$ cat config.mk
export PLATFORM = sky130hd
export DESIGN_NAME = rsfe_front_flat
export DESIGN_NICKNAME = d
export VERILOG_FILES = /design/src/sv/rsfe_pkg.sv /design/src/sv/rsfe_if.sv /design/src/sv/rsfe_front.sv /design/src/flat_wrapper.sv
export SDC_FILE = /design/constraint.sdc
export NUM_CORES = 1
export LEC_CHECK = 0
export ABC_AREA = 1
export BUFFER_PORTS_ARGS = -buffer_cell sky130_fd_sc_hd__buf_2
export CORE_AREA = 2 2 179 137
export DETAILED_ROUTE_END_ITERATION = 7
export DIE_AREA = 0 0 181 139
export GPL_TIMING_DRIVEN = 0
export MAX_ROUTING_LAYER = met4
export PLACE_DENSITY = 0.6
export SLEW_MARGIN = 20
export SYNTH_ARGS = -nofsm -noshare
export SYNTH_HDL_FRONTEND = slang
export SYNTH_SLANG_ARGS = --single-unit
$ cat constraint.sdc
create_clock -name vclk -period 7.3
set_input_delay 0.73 -clock vclk [all_inputs]
set_output_delay 0.73 -clock vclk [all_outputs]
set_load 0.005 [all_outputs]
$ cat src/sv/rsfe_pkg.sv
`default_nettype none

package rsfe_pkg;

  // Frame size defaults
  localparam int FRAME_WIDTH_DEF  = 128;
  localparam int FRAME_HEIGHT_DEF = 128;

  // Field widths fixed by the command format
  localparam int MODE_W  = 3;
  localparam int COORD_W = 10;
  localparam int PIXEL_W = 32;
  localparam int RSQ_W   = 2 * COORD_W;

  // Command queue between front and back end
  localparam int QUEUE_DEPTH = 2;

  typedef enum logic [MODE_W-1:0] {
    MODE_PLOT  = 3'd0,
    MODE_RECT  = 3'd1,
    MODE_DISC  = 3'd2,
    MODE_CLEAR = 3'd3,
    MODE_READ  = 3'd4
  } mode_t;

  typedef enum logic [1:0] {
    JOB_NONE,
    JOB_FILL,
    JOB_DISC,
    JOB_READ
  } job_kind_t;

  typedef enum logic [1:0] {
    ST_IDLE,
    ST_WALK,
    ST_DRAIN,
    ST_FINISH
  } back_state_t;

  // Classified command: clipped, inclusive bounds of the area to walk
  typedef struct packed {
    job_kind_t            kind;
    logic [COORD_W-1:0]   x_lo;
    logic [COORD_W-1:0]   x_hi;
    logic [COORD_W-1:0]   y_lo;
    logic [COORD_W-1:0]   y_hi;
    logic [COORD_W-1:0]   cx;
    logic [COORD_W-1:0]   cy;
    logic [RSQ_W-1:0]     r2;
    logic [PIXEL_W-1:0]   paint;
  } job_t;

endpackage

`default_nettype wire

$ cat src/sv/rsfe_if.sv
`default_nettype none

interface rsfe_cmd_if;
  logic                          valid;
  logic                          ready;
  logic [rsfe_pkg::MODE_W-1:0]   mode;
  logic [rsfe_pkg::COORD_W-1:0]  x_coord;
  logic [rsfe_pkg::COORD_W-1:0]  y_coord;
  logic [rsfe_pkg::COORD_W-1:0]  span_width;
  logic [rsfe_pkg::COORD_W-1:0]  span_height;
  logic [rsfe_pkg::PIXEL_W-1:0]  paint;

  modport source (
    output valid, mode, x_coord, y_coord, span_width, span_height, paint,
    input  ready
  );
  modport sink (
    input  valid, mode, x_coord, y_coord, span_width, span_height, paint,
    output ready
  );
endinterface


`default_nettype wire

$ cat src/sv/rsfe_front.sv
`default_nettype none

module rsfe_front #(
  parameter int FRAME_WIDTH  = rsfe_pkg::FRAME_WIDTH_DEF,
  parameter int FRAME_HEIGHT = rsfe_pkg::FRAME_HEIGHT_DEF
) (
  rsfe_cmd_if.sink         cmd,
  output logic             job_valid,
  input  logic             job_ready,
  output rsfe_pkg::job_t   job
);

  localparam int CW = rsfe_pkg::COORD_W;
  localparam logic [CW:0]   W_EXT = (CW + 1)'(FRAME_WIDTH);
  localparam logic [CW:0]   H_EXT = (CW + 1)'(FRAME_HEIGHT);
  localparam logic [CW-1:0] X_MAX = CW'(FRAME_WIDTH - 1);
  localparam logic [CW-1:0] Y_MAX = CW'(FRAME_HEIGHT - 1);

  logic [CW:0]   x_sum, y_sum;
  logic [CW:0]   x_end, y_end;
  logic [CW:0]   x_last, y_last;
  logic [CW-1:0] d_x_lo, d_x_hi, d_y_lo, d_y_hi;
  logic          x_in, y_in;

  assign job_valid = cmd.valid;
  assign cmd.ready = job_ready;

  always_comb begin
    x_sum  = {1'b0, cmd.x_coord} + {1'b0, cmd.span_width};
    y_sum  = {1'b0, cmd.y_coord} + {1'b0, cmd.span_height};
    x_end  = (x_sum > W_EXT) ? W_EXT : x_sum;
    y_end  = (y_sum > H_EXT) ? H_EXT : y_sum;
    x_last = x_end - 1'b1;
    y_last = y_end - 1'b1;
    x_in   = {1'b0, cmd.x_coord} < W_EXT;
    y_in   = {1'b0, cmd.y_coord} < H_EXT;

    // Disc bounding square; low side clipped at zero, high side at the edge
    d_x_lo = (cmd.x_coord > cmd.span_width) ? cmd.x_coord - cmd.span_width : '0;
    d_y_lo = (cmd.y_coord > cmd.span_width) ? cmd.y_coord - cmd.span_width : '0;
    d_x_hi = ({1'b0, cmd.x_coord} + {1'b0, cmd.span_width} > {1'b0, X_MAX}) ?
             X_MAX : cmd.x_coord + cmd.span_width;
    d_y_hi = ({1'b0, cmd.y_coord} + {1'b0, cmd.span_width} > {1'b0, Y_MAX}) ?
             Y_MAX : cmd.y_coord + cmd.span_width;

    job       = '0;
    job.kind  = rsfe_pkg::JOB_NONE;
    job.x_lo  = cmd.x_coord;
    job.x_hi  = cmd.x_coord;
    job.y_lo  = cmd.y_coord;
    job.y_hi  = cmd.y_coord;
    job.cx    = cmd.x_coord;
    job.cy    = cmd.y_coord;
    job.r2    = rsfe_pkg::RSQ_W'(cmd.span_width) * rsfe_pkg::RSQ_W'(cmd.span_width);
    job.paint = cmd.paint;

    case (cmd.mode)
      rsfe_pkg::MODE_PLOT: begin
        if (x_in && y_in) job.kind = rsfe_pkg::JOB_FILL;
      end
      rsfe_pkg::MODE_RECT: begin
        // Empty when the span is zero or the corner lies off the frame
        if (({1'b0, cmd.x_coord} < x_end) && ({1'b0, cmd.y_coord} < y_end)) begin
          job.kind = rsfe_pkg::JOB_FILL;
          job.x_hi = x_last[CW-1:0];
          job.y_hi = y_last[CW-1:0];
        end
      end
      rsfe_pkg::MODE_DISC: begin
        if ((d_x_lo <= d_x_hi) && (d_y_lo <= d_y_hi)) begin
          job.kind = rsfe_pkg::JOB_DISC;
          job.x_lo = d_x_lo;
          job.x_hi = d_x_hi;
          job.y_lo = d_y_lo;
          job.y_hi = d_y_hi;
        end
      end
      rsfe_pkg::MODE_CLEAR: begin
        job.kind = rsfe_pkg::JOB_FILL;
        job.x_lo = '0;
        job.x_hi = X_MAX;
        job.y_lo = '0;
        job.y_hi = Y_MAX;
      end
      rsfe_pkg::MODE_READ: begin
        if (x_in && y_in) job.kind = rsfe_pkg::JOB_READ;
      end
      default: begin
        job.kind = rsfe_pkg::JOB_NONE;
      end
    endcase
  end

endmodule

`default_nettype wire

$ cat src/flat_wrapper.sv
// flat-port wrapper written by rule: the top's interface ports become plain ports
module rsfe_front_flat 
#(
  parameter int FRAME_WIDTH  = rsfe_pkg::FRAME_WIDTH_DEF,
  parameter int FRAME_HEIGHT = rsfe_pkg::FRAME_HEIGHT_DEF
)
  (job_valid, job_ready, job, cmd_valid, cmd_mode, cmd_x_coord, cmd_y_coord, cmd_span_width, cmd_span_height, cmd_paint, cmd_ready);
  rsfe_cmd_if cmd_i ();
  output logic job_valid;
  input  logic job_ready;
  output rsfe_pkg::job_t job;
  input wire logic [$bits(cmd_i.valid)-1:0] cmd_valid;
  input wire logic [$bits(cmd_i.mode)-1:0] cmd_mode;
  input wire logic [$bits(cmd_i.x_coord)-1:0] cmd_x_coord;
  input wire logic [$bits(cmd_i.y_coord)-1:0] cmd_y_coord;
  input wire logic [$bits(cmd_i.span_width)-1:0] cmd_span_width;
  input wire logic [$bits(cmd_i.span_height)-1:0] cmd_span_height;
  input wire logic [$bits(cmd_i.paint)-1:0] cmd_paint;
  output wire logic [$bits(cmd_i.ready)-1:0] cmd_ready;
  assign cmd_i.valid = cmd_valid;
  assign cmd_i.mode = cmd_mode;
  assign cmd_i.x_coord = cmd_x_coord;
  assign cmd_i.y_coord = cmd_y_coord;
  assign cmd_i.span_width = cmd_span_width;
  assign cmd_i.span_height = cmd_span_height;
  assign cmd_i.paint = cmd_paint;
  assign cmd_ready = cmd_i.ready;
  rsfe_front #(.FRAME_WIDTH(FRAME_WIDTH), .FRAME_HEIGHT(FRAME_HEIGHT)) u_core (.cmd(cmd_i), .job_valid(job_valid), .job_ready(job_ready), .job(job));
endmodule
==> out/qor.yml <==
run_status:
  status: "completed"
logic_synthesis:
  synth_area_leaders: "ha_1 21%, nand2_1 14%, fa_1 13%"
  syn_inst: 1304
  synth.most_common_cell: "nand2_1"
  syn-cell-area_um2: 8090
  synth_seq_area_share_pct: 0
  avgSynthCellArea_um2: 6.204
  synth_cell_types: 45
  synthTopCellsByCount: "297 x nand2_1, 214 x inv_1, 137 x ha_1, 104 x nor2_1, 94 x nand3_1"
  yosysTopAreaCell: "ha_1"
  synth_top_area_share_pct: 21.19
  ys_warn_count: 0
floorplan:
  dieArea_um2: 25160
  initial_utilization_pct: 34.36
  fp.dieW_um: 181
  core_area_um2: 23540
  die_height_um: 139
  rows: 49
  io_pins: 193
worst_setup_path:
  worstSetupPathType: "input pin to output pin"
  worstPathMaxFanout: 10
  cp_common_cell: "nand2_1"
  worstSetupStartpointType: "input pin"
  critPathCaptureType: "output pin"
  crit_slowest_cell: "clkbuf_1"
  cp.required_ns: 6.57
  max_stage_delay_ns: 0.45
  cp_data_arrival_time_ns: 6.09
drt:
  drt_pre_antenna_iters: 5
  drc_errors: 0
  wirelength_um: 26570
  wl_per_cell_um: 14.95
  routed_via_density: 5.010
  drt-initial-drc-count: 671
  postRouteAntennaNets: 0
  num_vias: 8903
hold_path:
  min_path_cells: 2
  min_to: "job[12]"
  hp-start: "cmd_paint[12]"
  min_path_type: "input pin to output pin"
finish:
  clock_buffers: 0
  nets: 1738
  layout-drive-gt1-share_pct: 17.74
  stdcell_area_um2: 9306
  n_sequential_cell: 0
  syn_to_final_growth_pct: 15.03
  n_antenna_cell: 0
  regArea_um2: 0
  fillers: 2612
placed_design:
  port_buffers: 158
  dp_hpwl_um: 22570
  routabilityCongestion: 0.9435
  dpl_cell_area_um2: 9298
grt:
  overflow: 0
  grt_pass1_wl_um: 42280
  track_usage_pct: 21.07
  grt_max_degree: 11
  grt_pass1_vias: 8194
  antenna_found_initial: 0
timing:
  slew_viol_final: 0
  maxSlewHeadroom_pct: 60.16
  finalHoldViolCount: 0
  min_period_ns: 6.823
  tightest_slew_ns: 0.5931
  tns_ns: 0
  max_freq_mhz: 146.6
  rsz0062_at_grt: "no"
  finalSetupViolCount: 0
  period_share_pct: 93.47
  hold_ws_ns: 1.625
pwr:
  leakagePower_nw: 5.456
  ir_worst_vdd_mv: 0.1722
  power-per-cell-area_nw_per_um2: 160.0
clocking:
  ctsHoldBuffers: 0
  cts_setup_buffers: 0
  ctsResizeCount: 0
run:
  maxCapViolations: 0
-- layout make-up --
cell class / instances / area, um2 / area share, %
timing repair buffer: 158 / 790.8 / 8.497
multi-input combinational: 1001 / 6706 / 72.06
buffer: 92 / 600.6 / 6.453
inverter: 220 / 825.8 / 8.873
tap: 306 / 382.9 / 4.114
-- power breakdown --
part	internal [W]	switching, W	total (W)
sequential	0	0	0
combinational	0.000619	0.000870	0.00149
clock	0	0	0
-- critical path: cells and delay by family --
| family | cells | cell delay, ns |
|---|---|---|
| buffers and inverters | 7 | 2.08 |
| AO/OA/AOI/OAI | 6 | 1.37 |
| AND/OR/NAND/NOR | 11 | 1.24 |
| adder cells (fa/ha/maj) | 2 | 0.65 |
-- worst max path at each step --
stage	start	endpoint	slack, ns	cells after the start
after floorplan	cmd_span_width[5]	job[51]	1.57	25
after global placement	cmd_span_width[8]	job[75]	0.52	25
after detailed placement	cmd_span_width[8]	job[73]	0.48	25
after CTS	cmd_span_width[8]	job[73]	0.47	25
after global routing	cmd_span_width[8]	job[82]	0.02	26
final	cmd_span_width[8]	job[73]	0.48	26
-- cells by family (layout without fill, tap and decap cells) --
group | count (synthesis) | in the layout | synth area share (%)
compound gates | 179 | 179 | 12.36
xor+xnor | 44 | 44 | 4.763
simple gates | 579 | 579 | 31.35
other cells | 2 | 11 | 0.09283
buf+inv | 312 | 470 | 17.63
fa+ha+maj | 188 | 188 | 33.81
-- layer usage --
layer,wire [um],share of wire [%],up-vias,track usage (%)
li1,-,-,4459,-
met1,13200,50,4076,32.38
met2,11310,43,354,31.86
met3,1889,7.1,14,0.5777
met4,169,0.64,0,1.455
met5,0,0,-,-
-- placed cells by master, fill, tap and decap left out, types with 11 or more instances in the layout --
master	instances
nand2_1	297
inv_1	214
buf_2	167
ha_1	137
nor2_1	104
nand3_1	94
a21oi_1	88
buf_4	57
o21ai_0	54
fa_1	51
xor2_1	32
nand4_1	28
clkbuf_1	22
nor3_1	19
nand2_2	12
xnor2_1	12
conb_1	11
-- per-stage QoR --
step                      util, %  power (W)  instances  setup WS (ns)
after global routing        39.53   0.001700       1777        0.02455
after global placement      39.49   0.001470       1777         0.5207
after floorplan                 -   0.001026       1313          1.574
after detailed placement    39.49   0.001479       1777         0.4816
after CTS                   39.49   0.001493       1777         0.4732
final                       39.53   0.001489       1777         0.4765
Power figures use the tool's default switching activity.
