## src/sv/rsfe_pkg.sv

```systemverilog
`default_nettype none

package rsfe_pkg;

  // Frame size defaults
  localparam int FRAME_WIDTH_DEF  = 128;
  localparam int FRAME_HEIGHT_DEF = 128;

  // Field widths fixed by the command format
  localparam int MODE_W  = 3;
  localparam int COORD_W = 10;
  localparam int PIXEL_W = 32;
  localparam int RSQ_W   = 2 * COORD_W;

  // Command queue between front and back end
  localparam int QUEUE_DEPTH = 2;

  typedef enum logic [MODE_W-1:0] {
    MODE_PLOT  = 3'd0,
    MODE_RECT  = 3'd1,
    MODE_DISC  = 3'd2,
    MODE_CLEAR = 3'd3,
    MODE_READ  = 3'd4
  } mode_t;

  typedef enum logic [1:0] {
    JOB_NONE,
    JOB_FILL,
    JOB_DISC,
    JOB_READ
  } job_kind_t;

  typedef enum logic [1:0] {
    ST_IDLE,
    ST_WALK,
    ST_DRAIN,
    ST_FINISH
  } back_state_t;

  // Classified command: clipped, inclusive bounds of the area to walk
  typedef struct packed {
    job_kind_t            kind;
    logic [COORD_W-1:0]   x_lo;
    logic [COORD_W-1:0]   x_hi;
    logic [COORD_W-1:0]   y_lo;
    logic [COORD_W-1:0]   y_hi;
    logic [COORD_W-1:0]   cx;
    logic [COORD_W-1:0]   cy;
    logic [RSQ_W-1:0]     r2;
    logic [PIXEL_W-1:0]   paint;
  } job_t;

endpackage

`default_nettype wire

```

## src/sv/rsfe_queue.sv

```systemverilog
`default_nettype none

module rsfe_queue (
  input  logic            clk,
  input  logic            rst,
  input  logic            push_valid,
  output logic            push_ready,
  input  rsfe_pkg::job_t  push_data,
  output logic            pop_valid,
  input  logic            pop_ready,
  output rsfe_pkg::job_t  pop_data
);

  localparam int DEPTH = rsfe_pkg::QUEUE_DEPTH;
  localparam int PTR_W = (DEPTH > 1) ? $clog2(DEPTH) : 1;
  localparam int CNT_W = $clog2(DEPTH + 1);

  rsfe_pkg::job_t   entries [DEPTH];
  logic [PTR_W-1:0] wr_ptr, rd_ptr;
  logic [CNT_W-1:0] count;
  logic             do_push, do_pop;

  assign push_ready = (count != CNT_W'(DEPTH));
  assign pop_valid  = (count != '0);
  assign pop_data   = entries[rd_ptr];
  assign do_push    = push_valid && push_ready;
  assign do_pop     = pop_valid && pop_ready;

  always_ff @(posedge clk) begin
    if (do_push) entries[wr_ptr] <= push_data;
  end

  always_ff @(posedge clk) begin
    if (rst) begin
      wr_ptr <= '0;
      rd_ptr <= '0;
      count  <= '0;
    end else begin
      if (do_push) begin
        wr_ptr <= (wr_ptr == PTR_W'(DEPTH - 1)) ? '0 : wr_ptr + 1'b1;
      end
      if (do_pop) begin
        rd_ptr <= (rd_ptr == PTR_W'(DEPTH - 1)) ? '0 : rd_ptr + 1'b1;
      end
      if (do_push && !do_pop) begin
        count <= count + 1'b1;
      end else if (do_pop && !do_push) begin
        count <= count - 1'b1;
      end
    end
  end

endmodule

`default_nettype wire

```

## config.mk

```make
export PLATFORM = sky130hd
export DESIGN_NAME = rsfe_queue
export DESIGN_NICKNAME = d
export VERILOG_FILES = /design/src/sv/rsfe_pkg.sv /design/src/sv/rsfe_queue.sv
export SDC_FILE = /design/constraint.sdc
export NUM_CORES = 1
export LEC_CHECK = 0
export BUFFER_PORTS_ARGS = -buffer_cell sky130_fd_sc_hd__buf_2
export CAP_MARGIN = 20
export CORE_UTILIZATION = 30
export DETAILED_ROUTE_END_ITERATION = 12
export MAX_ROUTING_LAYER = met4
export PLACE_DENSITY_LB_ADDON = 0.25
export SLEW_MARGIN = 0
export SYNTH_ARGS = -nofsm -noshare
export SYNTH_HDL_FRONTEND = slang
export SYNTH_SLANG_ARGS = --single-unit
export TNS_END_PERCENT = 50
```

## constraint.sdc

```tcl
create_clock -name clk -period 4.85 [get_ports clk]
set_input_delay 0.485 -clock clk [delete_from_list [all_inputs] [get_ports clk]]
set_output_delay 0.485 -clock clk [all_outputs]
set_load 0.01 [all_outputs]
```

==> metrics.yaml, run 1 <==
avgSynthCellArea_um2: 22.9
grt_pass1_vias: 4734
p_leak_nw: 4.18
drt-pass1-iter-count: 4
finalCriticalPeriod_ns: 2.96
finalSetupViolations: 0
io_buffers: 233
drv_slew: 0
place_ws_ns: 2.38
drt_wl_total_mm: 16.4
tns_ns: 0
die_y_um: 172
arrival_ns: 2.47
path_buf_inv: 2
path_class: "reg2out"
grt_max_degree: 62
vdd_drop_max_v: 0.000249
syn2layout_area_growth_pct: 27.5
power.density_mw_per_mm2: 525
coreArea_mm2: 0.0282
h-tree-depth: 1
period_share_pct: 60.9
holdBufCountCts: 0
vias: 4337
drc: 0
cts-root-buf: "clkbuf_16"
path_cells: "buf_12 > mux2_2 > buf_2"
gp_congestion: 0.687
clock-sinks: 233
ant_nets: 0
hp-class: "in2reg"
drive_gt1_share_pct: 60.9
cts_buffers: 25
n_fill_cell: 2627
slew_headroom_pct: 39.3
insertion_delay_ns: 0.52
setup_ws_ns: 1.89
ctsLongestPathBuffers: 3
cts_resized: 0
fin_cells: 1026
start_kind: "flip-flop"
viasPerCell: 4.23
dpl.hpwl_mm: 10.7
num_rows: 61
slowest_stage: "dfxtp_4"
io_pins: 234
grt_pass1_wl_mm: 24.2
syn_area_mm2: 0.00870
skew_ns: 0.0222
finalHoldViolations: 0
synth-seq-area-share_pct: 79.9
total_power_mw: 5.82
synth_seq_cells: 233
crit_family: "flip-flops"
cp_max_fo: 58
nNetsFinal: 749
start_util_pct: 30.9
fmax_ghz: 0.338
rsz0062_at_grt: "false"
dieArea_mm2: 0.0297
drv_cap: 0
synth_nets: 498
place_inst: 981
wl_per_cell_um: 16.0
synth_cell_types: 20
crit_required_ns: 4.37
grt_overflow: 0
antenna_found_initial: 0
die_x_um: 172
worst_slew_pin_slew_ns: 0.910
synthCells: 379
post_cts_buffers: 0
cts_tree: "yes"
clk_pin_slew_ns: 0.06
status: "completed"
yosysWarnings: 0
critPathCaptureType: "primary output"
grt_usage_pct: 10.9
critPathMaxStageDelay_ns: 0.92
drtIter0Drc: 218
fin_util_pct: 39.4
cell usage in the layout (no fill, tap or decap):
cell type | netlist | final
a21bo_2 | 1 | 1
a21oi_1 | 2 | 2
and2_1 | 1 | 1
and3_4 | 0 | 1
buf_12 | 0 | 2
buf_2 | 5 | 233
buf_4 | 0 | 2
bufinv_16 | 0 | 3
clkbuf_1 | 0 | 2
clkbuf_16 | 0 | 25
clkinv_1 | 0 | 4
clkinv_2 | 0 | 6
clkinvlp_4 | 0 | 3
dfxtp_1 | 5 | 4
dfxtp_4 | 0 | 1
diode_2 | 0 | 1
edfxtp_1 | 228 | 228
ha_1 | 1 | 1
inv_4 | 0 | 1
inv_6 | 0 | 1
mux2_2 | 54 | 54
mux2_4 | 60 | 60
nand2b_1 | 1 | 1
nand3b_1 | 1 | 1
nor2_1 | 3 | 3
o21ai_0 | 2 | 2
or2_2 | 1 | 1
or3_1 | 1 | 1
xor2_1 | 3 | 3
metrics by stage:
| step | hold slack (ns) | area, um2 |
|---|---|---|
| 2_1_floorplan | 0.471 | 8700 |
| 3_3_place_gp | 0.488 | 10300 |
| 3_5_place_dp | 0.510 | 10300 |
| 4_1_cts | 0.110 | 11100 |
| 5_1_grt | 0.127 | 11100 |
| 6_report | 0.146 | 11100 |
area by class of cell:
cell class	count	area, um2	area share, %
multi-input combinational	132	1630	14.7
clock buffer	27	633	5.71
antenna	1	2.50	0.0226
sequential	233	6950	62.7
clock inverter	17	166	1.50
inverter	1	6.26	0.0564
tap	378	473	4.27
timing repair buffer	237	1220	11.0
sequential cells by signal (all words and copies together), names as in the netlist, named ones only:
signal and flops:
count 2, entries 228, rd_ptr 1, wr_ptr 1
report_power, final:
group	leakage, nW	internal (mW)	total, mW	switching (mW)
clock	0.388	1.10	1.84	0.738
combinational	1.63	0.687	1.33	0.646
sequential	2.17	2.52	2.65	0.135
synth_stat cells:
| cell type | count | area, um2 |
|---|---|---|
| a21oi_1 | 2 | 10.0 |
| inv_1 | 1 | 3.75 |
| dfxtp_1 | 5 | 100 |
| xor2_1 | 3 | 26.3 |
| mux2_4 | 60 | 901 |
| and2_1 | 1 | 6.26 |
| or2_2 | 1 | 6.26 |
| buf_2 | 5 | 25.0 |
| nand3b_1 | 1 | 7.51 |
| a21bo_2 | 1 | 10.0 |
| buf_8 | 1 | 15.0 |
| nor2_1 | 3 | 11.3 |
| o21ai_0 | 2 | 10.0 |
| nand2b_1 | 1 | 6.26 |
| and3_1 | 1 | 6.26 |
| mux2_2 | 54 | 608 |
| buf_6 | 7 | 78.8 |
| or3_1 | 1 | 6.26 |
| ha_1 | 1 | 12.5 |
| edfxtp_1 | 228 | 6850 |
layer usage:
layer  track usage, %  part of all wire [%]
met2             18.8                    50
met1             12.0                    39
met5                -                     0
met4             4.04                   2.9
met3             3.04                   8.5
path summary, 6_finish.rpt:
kind / from / endpoint / slack (ns) / depth (start not counted)
setup reg to reg: count[0]$_SDFFE_PP0P_ / entries[1][10]$_DFFE_PP_ / 2.64 / 3
setup / recovery: flip-flop / pop_data[94] / 1.89 / 3
hold reg to reg: rd_ptr$_SDFFE_PP0P_ / flip-flop / 0.52 / 2
hold / removal: push_data[25] / entries[1][25]$_DFFE_PP_ / 0.15 / 1
cell families after synthesis:
family | synth area share (%)
AOI/OAI and AO/OA | 0.345
xor gates and xnor gates | 0.302
adders and majority gates | 0.144
buffers and inverters | 1.41
DFF | 79.9
muxes | 17.3
and+or+nand+nor | 0.576
Power figures use the tool's default switching activity.
==> run 2: changes to the inputs <==
==> constraint.sdc (replaced) <==
create_clock -name clk -period 2.5 [get_ports clk]
set_input_delay 0.25 -clock clk [delete_from_list [all_inputs] [get_ports clk]]
set_output_delay 0.25 -clock clk [all_outputs]
set_load 0.01 [all_outputs]
==> metrics.yaml, run 2 (synthesized netlist as in run 1, its figures left out) <==
final_common_cell: "buf_2"
nNetsFinal: 865  # +15%
dpl.hpwl_mm: 10.9  # +1.4%
ant_nets: 0  # unchanged
wl_per_cell_um: 15.2  # -5.5%
whs_path_depth: 3  # +2
min_from: "push_valid"
hp-class: "in2reg"
r2r-start: "count[0]$_SDFFE_PP0P_"
cts_buffers: 25  # unchanged
cts-root-buf: "clkbuf_16"
rr_endpoint: "entries[0][72]$_DFFE_PP_"
status: "completed"
critPathCaptureType: "primary output"
crit_required_ns: 2.25  # -2.12 ns
insertion_delay_ns: 0.51  # about the same
h-tree-depth: 1  # unchanged
grt_overflow: 0  # unchanged
drt_wl_total_mm: 17.3  # +5.0%
drc: 0  # unchanged
period_share_pct: 85.1
r2r_cells: 4  # +1
largest_reg_flops: 228  # unchanged
drive_gt1_share_pct: 51.9  # -9.0 points
post_cts_buffers: 0  # unchanged
power.density_mw_per_mm2: 930  # +77%
num_rows: 61  # unchanged
cp_max_fo: 62  # +6.9%
coreArea_mm2: 0.0282  # unchanged
n_fill_cell: 2500  # -4.8%
die_x_um: 172  # unchanged
p_leak_nw: 4.68  # +12%
drtIter0Drc: 147  # -33%
start_util_pct: 30.9  # unchanged
fmax_ghz: 0.470
grt_pass1_wl_mm: 25.6  # +5.7%
finalHoldViolations: 0  # unchanged
viasPerCell: 4.16  # -1.5%
io_buffers: 233  # unchanged
arrival_ns: 1.88  # -0.59 ns
path_class: "reg2out"
antenna_found_initial: 1  # +1
rsz0062_at_grt: "false"
total_power_mw: 11.4  # +96%
slew_headroom_pct: 55.0  # +16 points
skew_ns: 0.0140  # -0.00823 ns
drt-pass1-iter-count: 4  # unchanged
holdPathEnd: "wr_ptr$_SDFFE_PP0P_"
top_register: "entries"
cts_tree: "yes"
vias: 4748  # +9.5%
gp_congestion: 0.707  # +3.0%
start_kind: "flip-flop"
worst_slew_pin_slew_ns: 0.675  # -0.235 ns
syn2layout_area_growth_pct: 41.0
drv_cap: 0  # unchanged
clk_pin_slew_ns: 0.06  # about the same
grt_usage_pct: 11.6  # +0.64 points
finalCriticalPeriod_ns: 2.13
ctsLongestPathBuffers: 3  # unchanged
grt_pass1_vias: 5118  # +8.1%
drv_slew: 0  # unchanged
grt_max_degree: 115  # +85%
final_cell_mix: "buf_2, edfxtp_1, dlygate4sd3_1"
finalSetupViolations: 0  # unchanged
vdd_drop_max_v: 0.000708  # +190%
clock-sinks: 233  # unchanged
die_y_um: 172  # unchanged
fin_util_pct: 43.6  # +4.2 points
io_pins: 234  # unchanged
largestRegisters: "entries x228, count x2"
rrSetupSlack_ns: 0.73  # -1.91 ns
dieArea_mm2: 0.0297  # unchanged
run 2: report_power, final:
part           switching (mW)  total, mW  leakage (nW)  internal (mW)
clock                    1.41       3.46         0.384           2.05
sequential              0.131       5.02          2.17           4.89
combinational            1.43       2.92          2.12           1.49
total                    2.98       11.4          4.68           8.43
run 2: cell type report:
cell class,count,area [um2],area share (%)
diodes,1,2.50,0.0204
clock inverters,14,126,1.03
well taps,378,473,3.86
multi-input cells,132,1640,13.4
flip-flops and latches,233,6950,56.7
inverters,1,7.51,0.0612
repair buffers,353,2420,19.7
clock buffers,28,647,5.27
run 2: per-layer routing:
metal  wire (um)  share of wire (%)  GRT usage, %
met1        6910                 40          12.9
met2        8800                 51          20.5
met3        1200                6.9          3.07
met4         373                2.2          3.00
met5           0                  0             -
run 2: critical path, stage by stage (launching register included):
cell,delay [ns]
dfxtp_4,0.37
buf_12,0.33
mux2_2,0.41
buf_2,0.14
run 2: timing repair:
item | CTS | global route
resized for setup | 0 | 0
hold endpoints to repair | 233 | 0
hold buffers | 115 | 0
run 2: worst max-delay path by stage:
stage	end	cells after the start	slack [ns]
detailed placement	entries[0][52]$_DFFE_PP_	4	0.76
global route	pop_data[93]	3	0.31
global placement	entries[1][86]$_DFFE_PP_	3	0.82
finish	pop_data[93]	3	0.37
CTS	pop_data[93]	3	0.34
floorplan	entries[0][0]$_DFFE_PP_	3	-0.21
run 2: stage by stage:
stage | worst slack (ns) | hold WS [ns] | cell area, um2 | std cells | TNS, ns
after detailed placement | 0.762 | 0.441 | 10300 | 982 | 0
after global routing | 0.306 | 0.0752 | 12300 | 1140 | 0
after global placement | 0.820 | 0.437 | 10300 | 982 | 0
after CTS | 0.340 | 0.0426 | 12300 | 1139 | 0
final | 0.372 | 0.0795 | 12300 | 1140 | 0
after floorplan | -0.213 | 0.315 | 8710 | 379 | -24.29
==> run 3: changes to the inputs <==
==> constraint.sdc (replaced) <==
create_clock -name clk -period 2.4 [get_ports clk]
set_input_delay 0.24 -clock clk [delete_from_list [all_inputs] [get_ports clk]]
set_output_delay 0.24 -clock clk [all_outputs]
set_load 0.01 [all_outputs]
==> metrics.yaml, run 3 (synthesized netlist as in run 1, its figures left out) <==
status: "completed"
cts-root-buf: "clkbuf_16"
arrival_ns: 1.90  # +0.02 ns
p_leak_nw: 4.69  # +0.22%
io_pins: 234  # unchanged
dpl.hpwl_mm: 11.2  # +2.7%
io_buffers: 233  # unchanged
die_y_um: 172  # unchanged
skew_ns: 0.0136  # -0.000378 ns
slew_headroom_pct: 67.2  # +12 points
r2r_cells: 5  # +1
drive_gt1_share_pct: 51.4  # -0.47 points
drt_wl_total_mm: 17.7  # +2.2%
rr_endpoint: "count[1]$_SDFFE_PP0P_"
viasPerCell: 4.18  # +0.31%
worst_slew_pin_slew_ns: 0.492  # -0.183 ns
drv_slew: 0  # unchanged
top_register: "entries"
grt_pass1_wl_mm: 25.9  # +1.1%
place_inst: 984  # +0.20%
num_rows: 61  # unchanged
slowest_stage: "dfxtp_4"
finalCriticalPeriod_ns: 2.14
grt_overflow: 0  # unchanged
largest_reg_flops: 228  # unchanged
wl_per_cell_um: 15.4  # +1.5%
final_cell_mix: "buf_2, edfxtp_1, dlygate4sd3_1"
clock-sinks: 233  # unchanged
finalSetupViolations: 0  # unchanged
finalHoldViolations: 0  # unchanged
total_power_mw: 11.9  # +4.8%
clk_pin_slew_ns: 0.06  # about the same
antenna_found_initial: 3  # +2
rrSetupSlack_ns: 0.81  # +0.08 ns
start_util_pct: 30.9  # unchanged
path_cells: "buf_12 > mux2_2 > buf_2"
drv_cap: 0  # unchanged
path_buf_inv: 2  # unchanged
drtIter0Drc: 176  # +20%
r2r-start: "count[1]$_SDFFE_PP0P_"
tns_ns: 0  # unchanged
ctsLongestPathBuffers: 3  # unchanged
insertion_delay_ns: 0.52  # about the same
holdPathEnd: "wr_ptr$_SDFFE_PP0P_"
grt_usage_pct: 11.7  # +0.14 points
grt_pass1_vias: 5043  # -1.5%
path_class: "reg2out"
gp_congestion: 0.716  # +1.3%
rsz0062_at_grt: "false"
nNetsFinal: 867  # +0.23%
vias: 4792  # +0.93%
start_kind: "flip-flop"
critPathCaptureType: "primary output"
post_cts_buffers: 0  # unchanged
cts_tree: "yes"
cp_max_fo: 42  # -32%
coreArea_mm2: 0.0282  # unchanged
drt-pass1-iter-count: 6  # +2
whs_path_depth: 3  # unchanged
die_x_um: 172  # unchanged
ant_nets: 0  # unchanged
power.density_mw_per_mm2: 971  # +4.4%
period_share_pct: 89.1
drc: 0  # unchanged
grt_max_degree: 84  # -27%
whs_ns: 0.0499  # -0.0297 ns
dieArea_mm2: 0.0297  # unchanged
hp-class: "in2reg"
fin_cells: 1147  # +0.61%
vdd_drop_max_v: 0.000630  # -11%
crit_required_ns: 2.16  # -0.09 ns
fmax_ghz: 0.468
crit_family: "flip-flops"
critPathMaxStageDelay_ns: 0.53  # +0.12 ns
syn2layout_area_growth_pct: 41.5
largestRegisters: "entries x228, count x2"
cts_buffers: 25  # unchanged
min_from: "push_valid"
h-tree-depth: 1  # unchanged
final_common_cell: "buf_2"
[run 3: power by group]
group	leakage [nW]	switching (mW)	internal, mW
Clock	0.380	1.46	2.18
Sequential	2.17	0.179	5.09
Combinational	2.13	1.46	1.58
Total	4.69	3.10	8.85
[run 3: per-stage QoR]
| step | util (%) | instance area (um2) | worst slack, ns |
|---|---|---|---|
| 6_report | 43.7 | 12300 | 0.261 |
| 5_1_grt | 43.7 | 12300 | 0.151 |
| 4_1_cts | 43.7 | 12300 | 0.200 |
| 3_5_place_dp | 36.8 | 10400 | 0.772 |
| 3_3_place_gp | 36.8 | 10400 | 0.789 |
| 2_1_floorplan | - | 8710 | -0.313 |
[run 3: worst reg2reg max path, delay by kind of cell (launching register included)]
family / cells / cell delay [ns]
and+or+nand+nor: 3 / 0.63
AOI/OAI and AO/OA: 1 / 0.14
DFF: 1 / 0.43
adders and majority gates: 1 / 0.33
[run 3: final cells by class]
cell class                      count  area [um2]
Sequential cell                   233        6950
Antenna cell                        3        7.51
Clock buffer                       33         676
Tap cell                          378         473
Clock inverter                     12         109
Multi-Input combinational cell    132        1640
Timing Repair Buffer              355        2440
Fill cell                        2490       15900
Inverter                            1        7.51
[run 3: worst max path at each step]
stage	start	endpoint	slack, ns	depth (start not counted)
after floorplan	count[0]$_SDFFE_PP0P_	entries[0][0]$_DFFE_PP_	-0.31	3
after global placement	flip-flop	pop_data[29]	0.79	3
after detailed placement	flip-flop	pop_data[29]	0.77	3
after CTS	flip-flop	pop_data[29]	0.20	3
after global routing	flip-flop	pop_data[26]	0.15	3
final	flip-flop	pop_data[112]	0.26	3
[run 3: what timing repair did]
action                    in CTS  in global routing
hold buffers                 115                  0
hold endpoints to repair     233                  0
gates resized for setup        0                  0
[run 3: layer usage]
| layer | global-route usage [%] | wire length [um] |
|---|---|---|
| met2 | 20.5 | 8970 |
| met5 | - | 0 |
| met1 | 12.7 | 6940 |
| met3 | 3.46 | 1220 |
| met4 | 3.69 | 517 |
